<file path="config.mk">
export PLATFORM = sky130hd
export DESIGN_NAME = filled_disk_span_generator_core
export DESIGN_NICKNAME = d
export VERILOG_FILES = /design/src/fdsg_pkg.sv /design/src/filled_disk_span_generator_core.sv /design/src/fdsg_dp.sv /design/src/fdsg_ctrl.sv
export SDC_FILE = /design/constraint.sdc
export NUM_CORES = 1
export LEC_CHECK = 0
export ABC_AREA = 1
export BUFFER_PORTS_ARGS = -buffer_cell sky130_fd_sc_hd__buf_2
export CORE_UTILIZATION = 60
export CTS_CLUSTER_DIAMETER = 150
export DETAILED_ROUTE_END_ITERATION = 8
export GPL_TIMING_DRIVEN = 0
export HOLD_SLACK_MARGIN = 0.06
export PLACE_DENSITY = 0.81
export SYNTH_ARGS = -nofsm -noshare
export SYNTH_HDL_FRONTEND = slang
export SYNTH_SLANG_ARGS = --single-unit
</file>
<file path="constraint.sdc">
create_clock -name i_clk -period 19.7 [get_ports i_clk]
set_clock_uncertainty 0.1 [all_clocks]
set_input_delay 3.94 -clock i_clk [delete_from_list [all_inputs] [get_ports i_clk]]
set_output_delay 3.94 -clock i_clk [all_outputs]
set_load 0.02 [all_outputs]
</file>
<file path="src/fdsg_pkg.sv">
// Shared types and constants of the filled disk span generator.
`timescale 1ns / 1ps

package fdsg_pkg;

    localparam int MAX_RADIUS  = 48;
    localparam int COORD_BITS  = 11;

    localparam int CENTER_W    = 11;
    localparam int RADIUS_W    = 6;
    localparam int COLOR_W     = 32;
    localparam int WIDTH_W     = 12;
    localparam int ADDR_W      = 23;
    localparam int LEN_W       = 7;
    localparam int ERR_W       = 16;
    localparam int CNT_W       = 7;
    localparam int MAX_RESULTS = 64;

    localparam logic [WIDTH_W-1:0] WIDTH_RESET = WIDTH_W'(640);

    typedef enum logic [2:0] {
        ST_IDLE,
        ST_MUL_C,
        ST_MUL_R,
        ST_EMIT_A,
        ST_EMIT_B
    } t_state;

    // Commands from the controller to the datapath.
    typedef struct packed {
        logic load;
        logic mul_c;
        logic mul_r;
        logic emit_a;
        logic emit_b;
    } t_cmd;

    // Status from the datapath to the controller.
    typedef struct packed {
        logic out_free;
        logic take_b;
        logic a_last;
        logic b_last;
    } t_sts;

endpackage

</file>
<file path="src/filled_disk_span_generator_core.sv">
// Top level of the filled disk span generator.
`timescale 1ns / 1ps

// Takes one disk request (center, radius, color) and walks the midpoint circle
// algorithm, emitting span pairs: linear start addresses (row * image_width +
// column, wrapped to 23 bits) for the rows above and below the center, the span
// length (twice the half width, right edge excluded) and the color; last_span
// marks the final pair of a disk. Radius saturates at P_MAX_RADIUS. A request
// is first latched, then the center row and radius row products are formed in
// one shared multiplier; after that one span pair is emitted per cycle while the
// output is not stalled; a radius r gives at most r + 2 pairs. The next request
// is taken once the last pair of the current one has been loaded into the
// output register. image_width may be written any time the block is idle.
module filled_disk_span_generator_core #(
    parameter int P_MAX_RADIUS = fdsg_pkg::MAX_RADIUS,
    parameter int P_COORD_BITS = fdsg_pkg::COORD_BITS
) (
    input  logic                                 i_clk,
    input  logic                                 i_rst_n,
    input  logic                                 i_cfg_we,
    input  logic        [fdsg_pkg::WIDTH_W-1:0]  i_cfg_wdata,
    input  logic                                 i_in_valid,
    output logic                                 o_in_stall,
    input  logic        [fdsg_pkg::CENTER_W-1:0] i_center_x,
    input  logic        [fdsg_pkg::CENTER_W-1:0] i_center_y,
    input  logic        [fdsg_pkg::RADIUS_W-1:0] i_radius,
    input  logic        [fdsg_pkg::COLOR_W-1:0]  i_fill_color,
    output logic                                 o_out_valid,
    input  logic                                 i_out_stall,
    output logic signed [fdsg_pkg::ADDR_W-1:0]   o_upper_start_address,
    output logic signed [fdsg_pkg::ADDR_W-1:0]   o_lower_start_address,
    output logic        [fdsg_pkg::LEN_W-1:0]    o_span_length,
    output logic        [fdsg_pkg::COLOR_W-1:0]  o_span_color,
    output logic                                 o_last_span
);

    fdsg_pkg::t_cmd cmd;
    fdsg_pkg::t_sts sts;
    logic           busy;

    fdsg_ctrl u_ctrl (
        .i_clk      (i_clk),
        .i_rst_n    (i_rst_n),
        .i_in_valid (i_in_valid),
        .i_sts      (sts),
        .o_cmd      (cmd),
        .o_busy     (busy)
    );

    fdsg_dp #(
        .MAX_RADIUS (P_MAX_RADIUS),
        .COORD_BITS (P_COORD_BITS)
    ) u_dp (
        .i_clk                 (i_clk),
        .i_rst_n               (i_rst_n),
        .i_cmd                 (cmd),
        .o_sts                 (sts),
        .i_cfg_we              (i_cfg_we),
        .i_cfg_wdata           (i_cfg_wdata),
        .i_center_x            (i_center_x),
        .i_center_y            (i_center_y),
        .i_radius              (i_radius),
        .i_fill_color          (i_fill_color),
        .i_out_stall           (i_out_stall),
        .o_out_valid           (o_out_valid),
        .o_upper_start_address (o_upper_start_address),
        .o_lower_start_address (o_lower_start_address),
        .o_span_length         (o_span_length),
        .o_span_color          (o_span_color),
        .o_last_span           (o_last_span)
    );

    assign o_in_stall = busy;

endmodule

</file>
<file path="src/fdsg_dp.sv">
// Datapath: disk request latch, midpoint stepping, address arithmetic and output register.
`timescale 1ns / 1ps

module fdsg_dp #(
    parameter int MAX_RADIUS = fdsg_pkg::MAX_RADIUS,
    parameter int COORD_BITS = fdsg_pkg::COORD_BITS
) (
    input  logic                                     i_clk,
    input  logic                                     i_rst_n,
    input  fdsg_pkg::t_cmd                           i_cmd,
    output fdsg_pkg::t_sts                           o_sts,
    input  logic                                     i_cfg_we,
    input  logic        [fdsg_pkg::WIDTH_W-1:0]      i_cfg_wdata,
    input  logic        [fdsg_pkg::CENTER_W-1:0]     i_center_x,
    input  logic        [fdsg_pkg::CENTER_W-1:0]     i_center_y,
    input  logic        [fdsg_pkg::RADIUS_W-1:0]     i_radius,
    input  logic        [fdsg_pkg::COLOR_W-1:0]      i_fill_color,
    input  logic                                     i_out_stall,
    output logic                                     o_out_valid,
    output logic signed [fdsg_pkg::ADDR_W-1:0]       o_upper_start_address,
    output logic signed [fdsg_pkg::ADDR_W-1:0]       o_lower_start_address,
    output logic        [fdsg_pkg::LEN_W-1:0]        o_span_length,
    output logic        [fdsg_pkg::COLOR_W-1:0]      o_span_color,
    output logic                                     o_last_span
);

    localparam int CW = (COORD_BITS < fdsg_pkg::CENTER_W) ? COORD_BITS : fdsg_pkg::CENTER_W;
    localparam int SW = $clog2(MAX_RADIUS + 2) + 1;
    localparam int MW = (CW > SW) ? CW : SW;
    localparam int AW = fdsg_pkg::ADDR_W;
    localparam int EW = fdsg_pkg::ERR_W;
    localparam int NW = fdsg_pkg::CNT_W;
    localparam int LW = fdsg_pkg::LEN_W;
    localparam int RW = fdsg_pkg::RADIUS_W;

    logic        [fdsg_pkg::WIDTH_W-1:0] r_width;
    logic        [CW-1:0]                r_cx;
    logic        [CW-1:0]                r_cy;
    logic        [fdsg_pkg::COLOR_W-1:0] r_color;
    logic signed [SW-1:0]                r_x;
    logic signed [SW-1:0]                r_y;
    logic signed [EW-1:0]                r_err;
    logic        [NW-1:0]                r_n;
    logic        [AW-1:0]                r_base;
    logic        [AW-1:0]                r_xw;
    logic        [AW-1:0]                r_yw;

    logic                                r_out_valid;
    logic        [AW-1:0]                r_upper;
    logic        [AW-1:0]                r_lower;
    logic        [LW-1:0]                r_len;
    logic        [fdsg_pkg::COLOR_W-1:0] r_out_color;
    logic                                r_last;

    logic        [RW-1:0]                rad_sat;
    logic        [MW-1:0]                mul_a;
    logic        [MW+fdsg_pkg::WIDTH_W-1:0] mul_p;
    logic        [AW-1:0]                mul_ext;
    logic        [AW-1:0]                w_ext;

    logic signed [EW-1:0]                y_e;
    logic signed [EW-1:0]                x_e;
    logic signed [EW-1:0]                e1;
    logic signed [EW-1:0]                d1;
    logic signed [EW-1:0]                e_dec;
    logic signed [EW-1:0]                e_b;
    logic                                cond;
    logic        [NW-1:0]                n1;
    logic                                room1;
    logic signed [SW-1:0]                y1;
    logic signed [SW-1:0]                y_m1;
    logic signed [SW-1:0]                x_dec;
    logic signed [SW-1:0]                x_aft;
    logic signed [SW:0]                  cmp_a;
    logic signed [SW:0]                  cmp_b;
    logic                                take_b;
    logic                                a_last;
    logic                                b_last;

    logic        [AW-1:0]                dyw;
    logic signed [SW-1:0]                half;
    logic        [AW-1:0]                col;
    logic                                out_free;

    assign rad_sat = (i_radius > RW'(MAX_RADIUS)) ? RW'(MAX_RADIUS) : i_radius;

    // One multiplier, shared between the center row and the radius row.
    assign mul_a   = i_cmd.mul_c ? MW'(r_cy) : MW'(unsigned'(r_x));
    assign mul_p   = mul_a * r_width;
    assign mul_ext = AW'(mul_p);
    assign w_ext   = AW'(r_width);

    // Midpoint step decision for the current x, y.
    assign y_e   = EW'(r_y);
    assign x_e   = EW'(r_x);
    assign e1    = r_err + (y_e <<< 1) + EW'(3);
    assign d1    = e1 - x_e;
    assign cond  = !d1[EW-1];
    assign e_dec = e1 + EW'(3) - (x_e <<< 1);
    assign e_b   = r_err + EW'(3) - (x_e <<< 1);

    assign n1     = r_n + 1'b1;
    assign room1  = n1 < NW'(fdsg_pkg::MAX_RESULTS);
    assign y1     = r_y + 1'b1;
    assign y_m1   = r_y - 1'b1;
    assign x_dec  = r_x - 1'b1;
    assign x_aft  = cond ? x_dec : r_x;
    assign take_b = cond && room1;

    assign cmp_a  = (SW+1)'(x_aft) - (SW+1)'(y1);
    assign cmp_b  = (SW+1)'(x_dec) - (SW+1)'(r_y);
    assign a_last = !take_b && !(!cmp_a[SW] && room1);
    assign b_last = !(!cmp_b[SW] && room1);

    assign out_free = !r_out_valid || !i_out_stall;

    assign o_sts.out_free = out_free;
    assign o_sts.take_b   = take_b;
    assign o_sts.a_last   = a_last;
    assign o_sts.b_last   = b_last;

    // Span pair: first kind uses row offset y and half width x, second x and y - 1.
    assign dyw  = i_cmd.emit_b ? r_xw : r_yw;
    assign half = i_cmd.emit_b ? y_m1 : r_x;
    assign col  = AW'(r_cx) - AW'(half);

    always_ff @(posedge i_clk) begin
        if (!i_rst_n) begin
            r_width     <= fdsg_pkg::WIDTH_RESET;
            r_out_valid <= 1'b0;
        end else begin
            if (i_cfg_we) begin
                r_width <= i_cfg_wdata;
            end
            if (i_cmd.emit_a || i_cmd.emit_b) begin
                r_out_valid <= 1'b1;
            end else if (!i_out_stall) begin
                r_out_valid <= 1'b0;
            end
        end
    end

    always_ff @(posedge i_clk) begin
        if (i_cmd.load) begin
            r_cx    <= i_center_x[CW-1:0];
            r_cy    <= i_center_y[CW-1:0];
            r_color <= i_fill_color;
            r_x     <= SW'(rad_sat);
            r_y     <= '0;
            r_err   <= '0;
            r_n     <= '0;
            r_yw    <= '0;
        end
        if (i_cmd.mul_c) begin
            r_base <= mul_ext;
        end
        if (i_cmd.mul_r) begin
            r_xw <= mul_ext;
        end
        if (i_cmd.emit_a) begin
            r_y  <= y1;
            r_yw <= r_yw + w_ext;
            r_n  <= n1;
            // Without room for the mirrored pair, step x here.
            if (cond && !take_b) begin
                r_x   <= x_dec;
                r_xw  <= r_xw - w_ext;
                r_err <= e_dec;
            end else begin
                r_err <= e1;
            end
        end
        if (i_cmd.emit_b) begin
            r_x   <= x_dec;
            r_xw  <= r_xw - w_ext;
            r_err <= e_b;
            r_n   <= n1;
        end
        if (i_cmd.emit_a || i_cmd.emit_b) begin
            r_upper     <= r_base - dyw + col;
            r_lower     <= r_base + dyw + col;
            r_len       <= i_cmd.emit_b ? LW'({y_m1, 1'b0}) : LW'({r_x, 1'b0});
            r_out_color <= r_color;
            r_last      <= i_cmd.emit_b ? b_last : a_last;
        end
    end

    assign o_out_valid           = r_out_valid;
    assign o_upper_start_address = signed'(r_upper);
    assign o_lower_start_address = signed'(r_lower);
    assign o_span_length         = r_len;
    assign o_span_color          = r_out_color;
    assign o_last_span           = r_last;

endmodule

</file>
<file path="src/fdsg_ctrl.sv">
// Controller: sequences request load, row products and span pair emission.
`timescale 1ns / 1ps

module fdsg_ctrl (
    input  logic           i_clk,
    input  logic           i_rst_n,
    input  logic           i_in_valid,
    input  fdsg_pkg::t_sts i_sts,
    output fdsg_pkg::t_cmd o_cmd,
    output logic           o_busy
);

    fdsg_pkg::t_state r_state;
    fdsg_pkg::t_state n_state;

    always_ff @(posedge i_clk) begin
        if (!i_rst_n) begin
            r_state <= fdsg_pkg::ST_IDLE;
        end else begin
            r_state <= n_state;
        end
    end

    always_comb begin
        n_state = r_state;
        o_cmd   = '0;
        o_busy  = 1'b1;
        unique case (r_state)
            fdsg_pkg::ST_IDLE: begin
                o_busy = 1'b0;
                if (i_in_valid) begin
                    o_cmd.load = 1'b1;
                    n_state    = fdsg_pkg::ST_MUL_C;
                end
            end
            fdsg_pkg::ST_MUL_C: begin
                o_cmd.mul_c = 1'b1;
                n_state     = fdsg_pkg::ST_MUL_R;
            end
            fdsg_pkg::ST_MUL_R: begin
                o_cmd.mul_r = 1'b1;
                n_state     = fdsg_pkg::ST_EMIT_A;
            end
            fdsg_pkg::ST_EMIT_A: begin
                if (i_sts.out_free) begin
                    o_cmd.emit_a = 1'b1;
                    priority if (i_sts.take_b) begin
                        n_state = fdsg_pkg::ST_EMIT_B;
                    end else if (i_sts.a_last) begin
                        n_state = fdsg_pkg::ST_IDLE;
                    end else begin
                        n_state = fdsg_pkg::ST_EMIT_A;
                    end
                end
            end
            fdsg_pkg::ST_EMIT_B: begin
                if (i_sts.out_free) begin
                    o_cmd.emit_b = 1'b1;
                    n_state      = i_sts.b_last ? fdsg_pkg::ST_IDLE : fdsg_pkg::ST_EMIT_A;
                end
            end
            default: begin
                n_state = fdsg_pkg::ST_IDLE;
            end
        endcase
    end

endmodule
</file>
# [Word-level counts from Yosys, hierarchy flattened]
# Index checks and enable logic that the tools add are counted.
[totals] output_inout_bits=88 word_cells=110 register_bits=262 input_bits=77
[classes] addsub=20 multipliers=1 muxes=42 n_lt_le_gt_ge=2 eq_ne=8 reduce_logical=19
[ops] operator="23-bit two-way mux" count=7
[ops] operator="7-bit two-way mux" count=11
[ops] operator="23-bit adder" count=3
[ops] operator="16-bit two-way mux" count=4
[ops] operator="16-bit by 3-bit adder with 16-bit output, second input constant" count=3
[ops] operator="16-bit by 8-bit subtractor with 16-bit output" count=2
[ops] operator="23-bit by 12-bit adder with 23-bit output" count=1
[ops] operator="11-bit by 12-bit multiplier with 23-bit output" count=1
[ops] operator="23-bit by 12-bit subtractor with 23-bit output" count=1
[ops] operator="23-bit subtractor" count=1
[ops] operator="16-bit by 8-bit adder with 16-bit output" count=1
[ops] operator="16-bit by 7-bit subtractor with 16-bit output" count=1
[ops] operator="7-bit by 7-bit subtractor with 8-bit output" count=2
[ops] operator="3-bit one-hot mux with 5 select lines" count=1
[ops] operator="7-bit by 1-bit adder with 7-bit output, second input constant" count=2
[ops] operator="7-bit by 1-bit subtractor with 7-bit output, second input constant" count=2
[ops] operator="12-bit by 7-bit subtractor with 13-bit output" count=1
[ops] operator="3-bit two-way mux" count=4
[ops] operator="1-bit two-way mux" count=11
[ops] operator="11-bit two-way mux" count=1
[ops] operator="1-bit zero test" count=8
[ops] operator="7-bit < comparator, second input constant" count=1
[ops] operator="3-bit by 2-bit equality test with 1-bit output, second input constant" count=2
[ops] operator="6-bit > comparator, second input constant" count=1
[ops] operator="other kinds (12)" count=20

# [Logic depth before layout (Yosys ltp)]
[logic_depth] word_depth=13 depth_mapped=45 depth_no_buf=44

# [Hierarchy]
# From an unflattened synthesis, not the netlist that was laid out.
[hier_totals] hier_cells=2463 area_unflattened_um2=21947.3
[by_module_without_submodules] module="fdsg_dp" instances=1 seq_area_each_um2=7287.0 cells_per_inst=2420 area_each_um2=21712.1
[by_module_without_submodules] module="fdsg_ctrl" instances=1 seq_area_each_um2=60.1 cells_per_inst=43 area_each_um2=235.2

# [Least setup slack after synthesis]
# No wires, ideal clock.
[synth_timing] path_type="input port to flip-flop" startpoint="input i_out_stall" endpoint="register u_dp.r_upper[22], in the netlist u_dp.o_upper_start_address[22] (data pin)" path_slack_ns=9.262 required_ns=19.344 path_buffers=2 path_stages=32 t_arrival_ns=10.082 setup_time_ns=0.256 cell_sequence="nand2_1 inv_1 nor2_1 inv_1 clkbuf_1 clkbuf_1 nand2_1 nand2_1 inv_1 ha_1 inv_1 o21ai_0 a221oi_1 o21ai_1 nand2_1 nand2_1 a21oi_2 o21ai_0 xnor2_1 fa_1 ha_1 nand4_1 o221ai_1 a21oi_1 nor3_1 nor2_1 o21ai_0 nand3_1 nand2_1 xnor2_1 xnor2_1 inv_1"
[synth_via] elab_chain_len=7 elab_cells_between_ends=9 classes_between="add/sub (3); mux (4); reduce/logical (2)"
[synth_rtl] element="start: declaration" line="filled_disk_span_generator_core.sv:29" text="input logic i_out_stall,"
[synth_rtl] element="1-bit zero test" line="fdsg_dp.sv:115" text="assign out_free = !r_out_valid || !i_out_stall;"
[synth_rtl] element="1-bit logical OR" line="fdsg_dp.sv:115"
[synth_rtl] element="1-bit two-way mux" line="fdsg_ctrl.sv:57" text="if (i_sts.out_free) begin"
[synth_rtl] element="1-bit two-way mux" line="fdsg_ctrl.sv:28" text="unique case (r_state)"
[synth_rtl] element="7-bit two-way mux" line="fdsg_dp.sv:124" text="assign half = i_cmd.emit_b ? y_m1 : r_x;"
[synth_rtl] element="via u_dp.half[5]" line="fdsg_dp.sv:81" text="logic signed [SW-1:0] half;"
[synth_rtl] element="12-bit by 7-bit subtractor with 13-bit output" line="fdsg_dp.sv:125" text="assign col = AW'(r_cx) - AW'(half);"
[synth_rtl] element="23-bit adder" line="fdsg_dp.sv:180" text="r_upper <= r_base - dyw + col;"
[synth_rtl] element="end signal: assignment" line="fdsg_dp.sv:180"
[synth_rtl] element="end: declaration" line="fdsg_dp.sv:49" text="logic [AW-1:0] r_upper;"
# The timed path passes the listed nets, and every way through them passes these cells.
# A chain may end at the register's enable or synchronous reset.

# [Worst setup path in the final report]
# Same ends and word-level chain as after synthesis.

==> impl_metrics.csv <==
group,metric,value,unit
run_status,outcome,"complete, no violations",
cts,ctsHoldBuffers,0,
final_layout,nets,3049,
hold_path,min_from,"u_dp.r_color[22]",
drt,wl_per_cell,17.7,um
worst_setup_path,worstSetupStartpointType,"primary input",
pwr,switching_share,47.4,%
die,die_x,192,um
sta,fin_crit,11230,ps
die,coreArea,35500,um2
pwr,intPower,2.19,mW
die,die_h,192,um
yosys,ys_types,58,
sta,hold_viol,0,
worst_setup_path,path_buf_inv,8,
pwr,sequentialPowerShare,21.1,%
worst_setup_path,crit_path_end_kind,"register",
pwr,vdd_drop_max,140,uV
cts,cts_repair_resize_count,0,
place,io_buffers,163,
worst_setup_path,cp.arrival,11480,ps
drt,route.antenna.remaining_nets,0,
cts,path_clk_slew,60,ps
die,rows,69,
cts,clockBufferDepth,3,
global_routing,antenna_found_initial,0,
sta,worstMarginPinSlew,1260,ps
place,hpwlAfterDp,42500,um
worst_setup_path,path_max_fanout,10,
yosys,yosysWarnings,0,
pwr,leakage,11.7,nW
sta,max_freq,0.0891,GHz
yosys,ys_seq_area_share,34.0,%
cts,cts_sinks,260,
yosys,synth-edff-count,214,
final_layout,areaGrowthSynthToFinish,12.1,%
global_routing,gr-total-overflow,0,
yosys,postSynthAreaPerCell,9.08,um2
pwr,p_per_area,172,nW/um2
global_routing,grt_pass1_vias,16957,
worst_setup_path,reg2reg_from,"u_ctrl.r_state[0]",
sta,setup_violations,0,
cts,h-tree-depth,1,
drt,drtIter0Drc,1233,
drt,viasPerCell,5.59,
worst_setup_path,cpMostUsedCell,"nand2_1",
cts,cts_setup_buffers,0,
drt,first_pass_iters,6,
worst_setup_path,crit_family,"compound AO/OA/AOI/OAI gates",
place,place_congestion,0.993,
yosys,synth_seq_cells,260,
pwr,power_switching,1.98,mW
final_layout,layout-drive-gt1-share,11.0,%
pwr,clkPwrFrac,15.4,%
yosys,syn_inst,2383,
worst_setup_path,cpMaxStageDelayCell,"o21ai_0",
sta,slew_headroom,15.8,%
job,drv_cap,0,
global_routing,grt_start_max_net_pins,49,
yosys,netlist_area,21600,um2
sta,rsz0062_at_grt,"no",
drt,drc,0,
yosys,synthFlopType,"edfxtp_1",
global_routing,grt_pass1_wl,85700,um
die,die_area,36800,um2
sta,drv_slew,0,
yosys,synth_fp_nets,2851,
sta,period_share,57.0,%
cts,cts_buffers,30,
pwr,fin_total_pwr,4.17,mW
drt,finalWirelength,54200,um
final_layout,diodes,0,
pwr,power_frac_comb,63.4,%
final_layout,fin_util,68.3,%
global_routing,gr-usage-all-layers,30.0,%
worst_setup_path,path_class,"primary input to register",
cts,root_buffer,"clkbuf_16",
worst_setup_path,startpoint,"i_out_stall",
worst_setup_path,cpPeakStageDelay,650,ps
die,ios,165,
drt,vias,17138,
sta,setup_tns,0,ps
worst_setup_path,crit_required,19950,ps
cts,clock_latency,600,ps
yosys,async_flop_share,0,%
hold_path,holdCritPathClass,"register to register",
die,initial_core_util,61.0,%
cts,cts_tree,"yes",
worst reg2reg max path, delay by kind of cell, from the launching register on:
family,cells,cell delay (ps)
compound gates,11,2590
simple gates,13,1810
buf+inv,8,1380
fa+ha+maj,3,1180
xor+xnor,3,540
flops,1,320
flip-flops by register name, indices dropped and copies added (netlist names), 6 cells and up:
register,cells
u_dp.o_lower_start_address,23
u_dp.o_span_color,32
u_dp.o_span_length,6
u_dp.o_upper_start_address,22
u_dp.r_base,23
u_dp.r_color,32
u_dp.r_cx,11
u_dp.r_cy,11
u_dp.r_err,16
u_dp.r_n,7
u_dp.r_width,12
u_dp.r_x,7
u_dp.r_xw,23
u_dp.r_y,7
u_dp.r_yw,23
cell families after synthesis:
| group | after synthesis | synth area share [%] |
|---|---|---|
| AO/OA/AOI/OAI | 415 | 10.8 |
| other | 1 | 0.0173 |
| XOR/XNOR | 136 | 5.51 |
| buffers and inverters | 499 | 8.85 |
| adder cells (fa/ha/maj) | 391 | 27.6 |
| flip-flops | 260 | 34.0 |
| AND/OR/NAND/NOR | 681 | 13.2 |
worst paths after layout:
path / slack [ps] / end / cells past startpoint
worst min-delay path: 320 / u_dp.o_span_color[22] / 0
worst max-delay path: 8470 / u_dp.o_upper_start_address[22] / 37
worst min register to register: 320 / u_dp.o_span_color[22] / 0
worst max register to register: 11550 / u_dp.o_upper_start_address[22] / 38
cell usage after synthesis (27+ instances only):
cell type | instances | area share [%]
a21oi_1 | 173 | 4.0
ha_1 | 247 | 14
dfxtp_1 | 46 | 4.3
xnor2_1 | 50 | 2.0
fa_1 | 144 | 13
clkbuf_1 | 27 | 0.47
edfxtp_1 | 214 | 30
xor2_1 | 86 | 3.5
inv_1 | 450 | 7.8
o21ai_0 | 124 | 2.9
o21ai_1 | 28 | 0.65
nor2_1 | 165 | 2.9
nand2_1 | 382 | 6.6
nand3_1 | 54 | 1.2
metal layers:
layer / global-route usage, % / vias to the layer above / part of all wire (%)
met4: 9.19 / 0 / 2.8
met3: 6.01 / 98 / 10
li1: - / 8185 / -
met5: 0 / - / 0
met2: 49.2 / 801 / 45
met1: 40.1 / 8054 / 42
final cells by class:
class                      count  area (um2)
buffer                        35         165
clock buffer                  32         768
clock inverter                24         383
fill                        2731       11200
inverter                     464        1750
multi-input combinational   1624       12400
sequential                   260        7350
tap                          461         577
timing repair buffer         166         871
power groups by stage:
stage	clock, mW	sequential, mW	combinational, mW
finish	0.643	0.881	2.64
CTS	0.651	0.879	2.61
floorplan	0	0.884	1.98
global placement	0	0.889	2.48
detailed placement	0	0.890	2.58
global route	0.671	0.890	2.98
cell usage in the layout, fill, tap and decap left out, types with 46 or more instances in the layout:
cell,n
nand2_1,380
xor2_1,86
nand3_1,54
a21oi_1,173
inv_1,450
xnor2_1,49
ha_1,247
o21ai_0,124
nor2_1,165
dfxtp_1,46
edfxtp_1,214
fa_1,144
buf_2,166
through the flow:
stage                     setup slack, ps  area (um2)  hold slack, ps  cells
after floorplan                      9260       21600             300   2383
after global placement               7060       23000             300   3007
after detailed placement             8000       23100             305   3010
after CTS                            8610       24200             316   3066
after global routing                 8030       24300             329   3066
final                                8470       24300             317   3066
(Power assumes the default switching activity.)
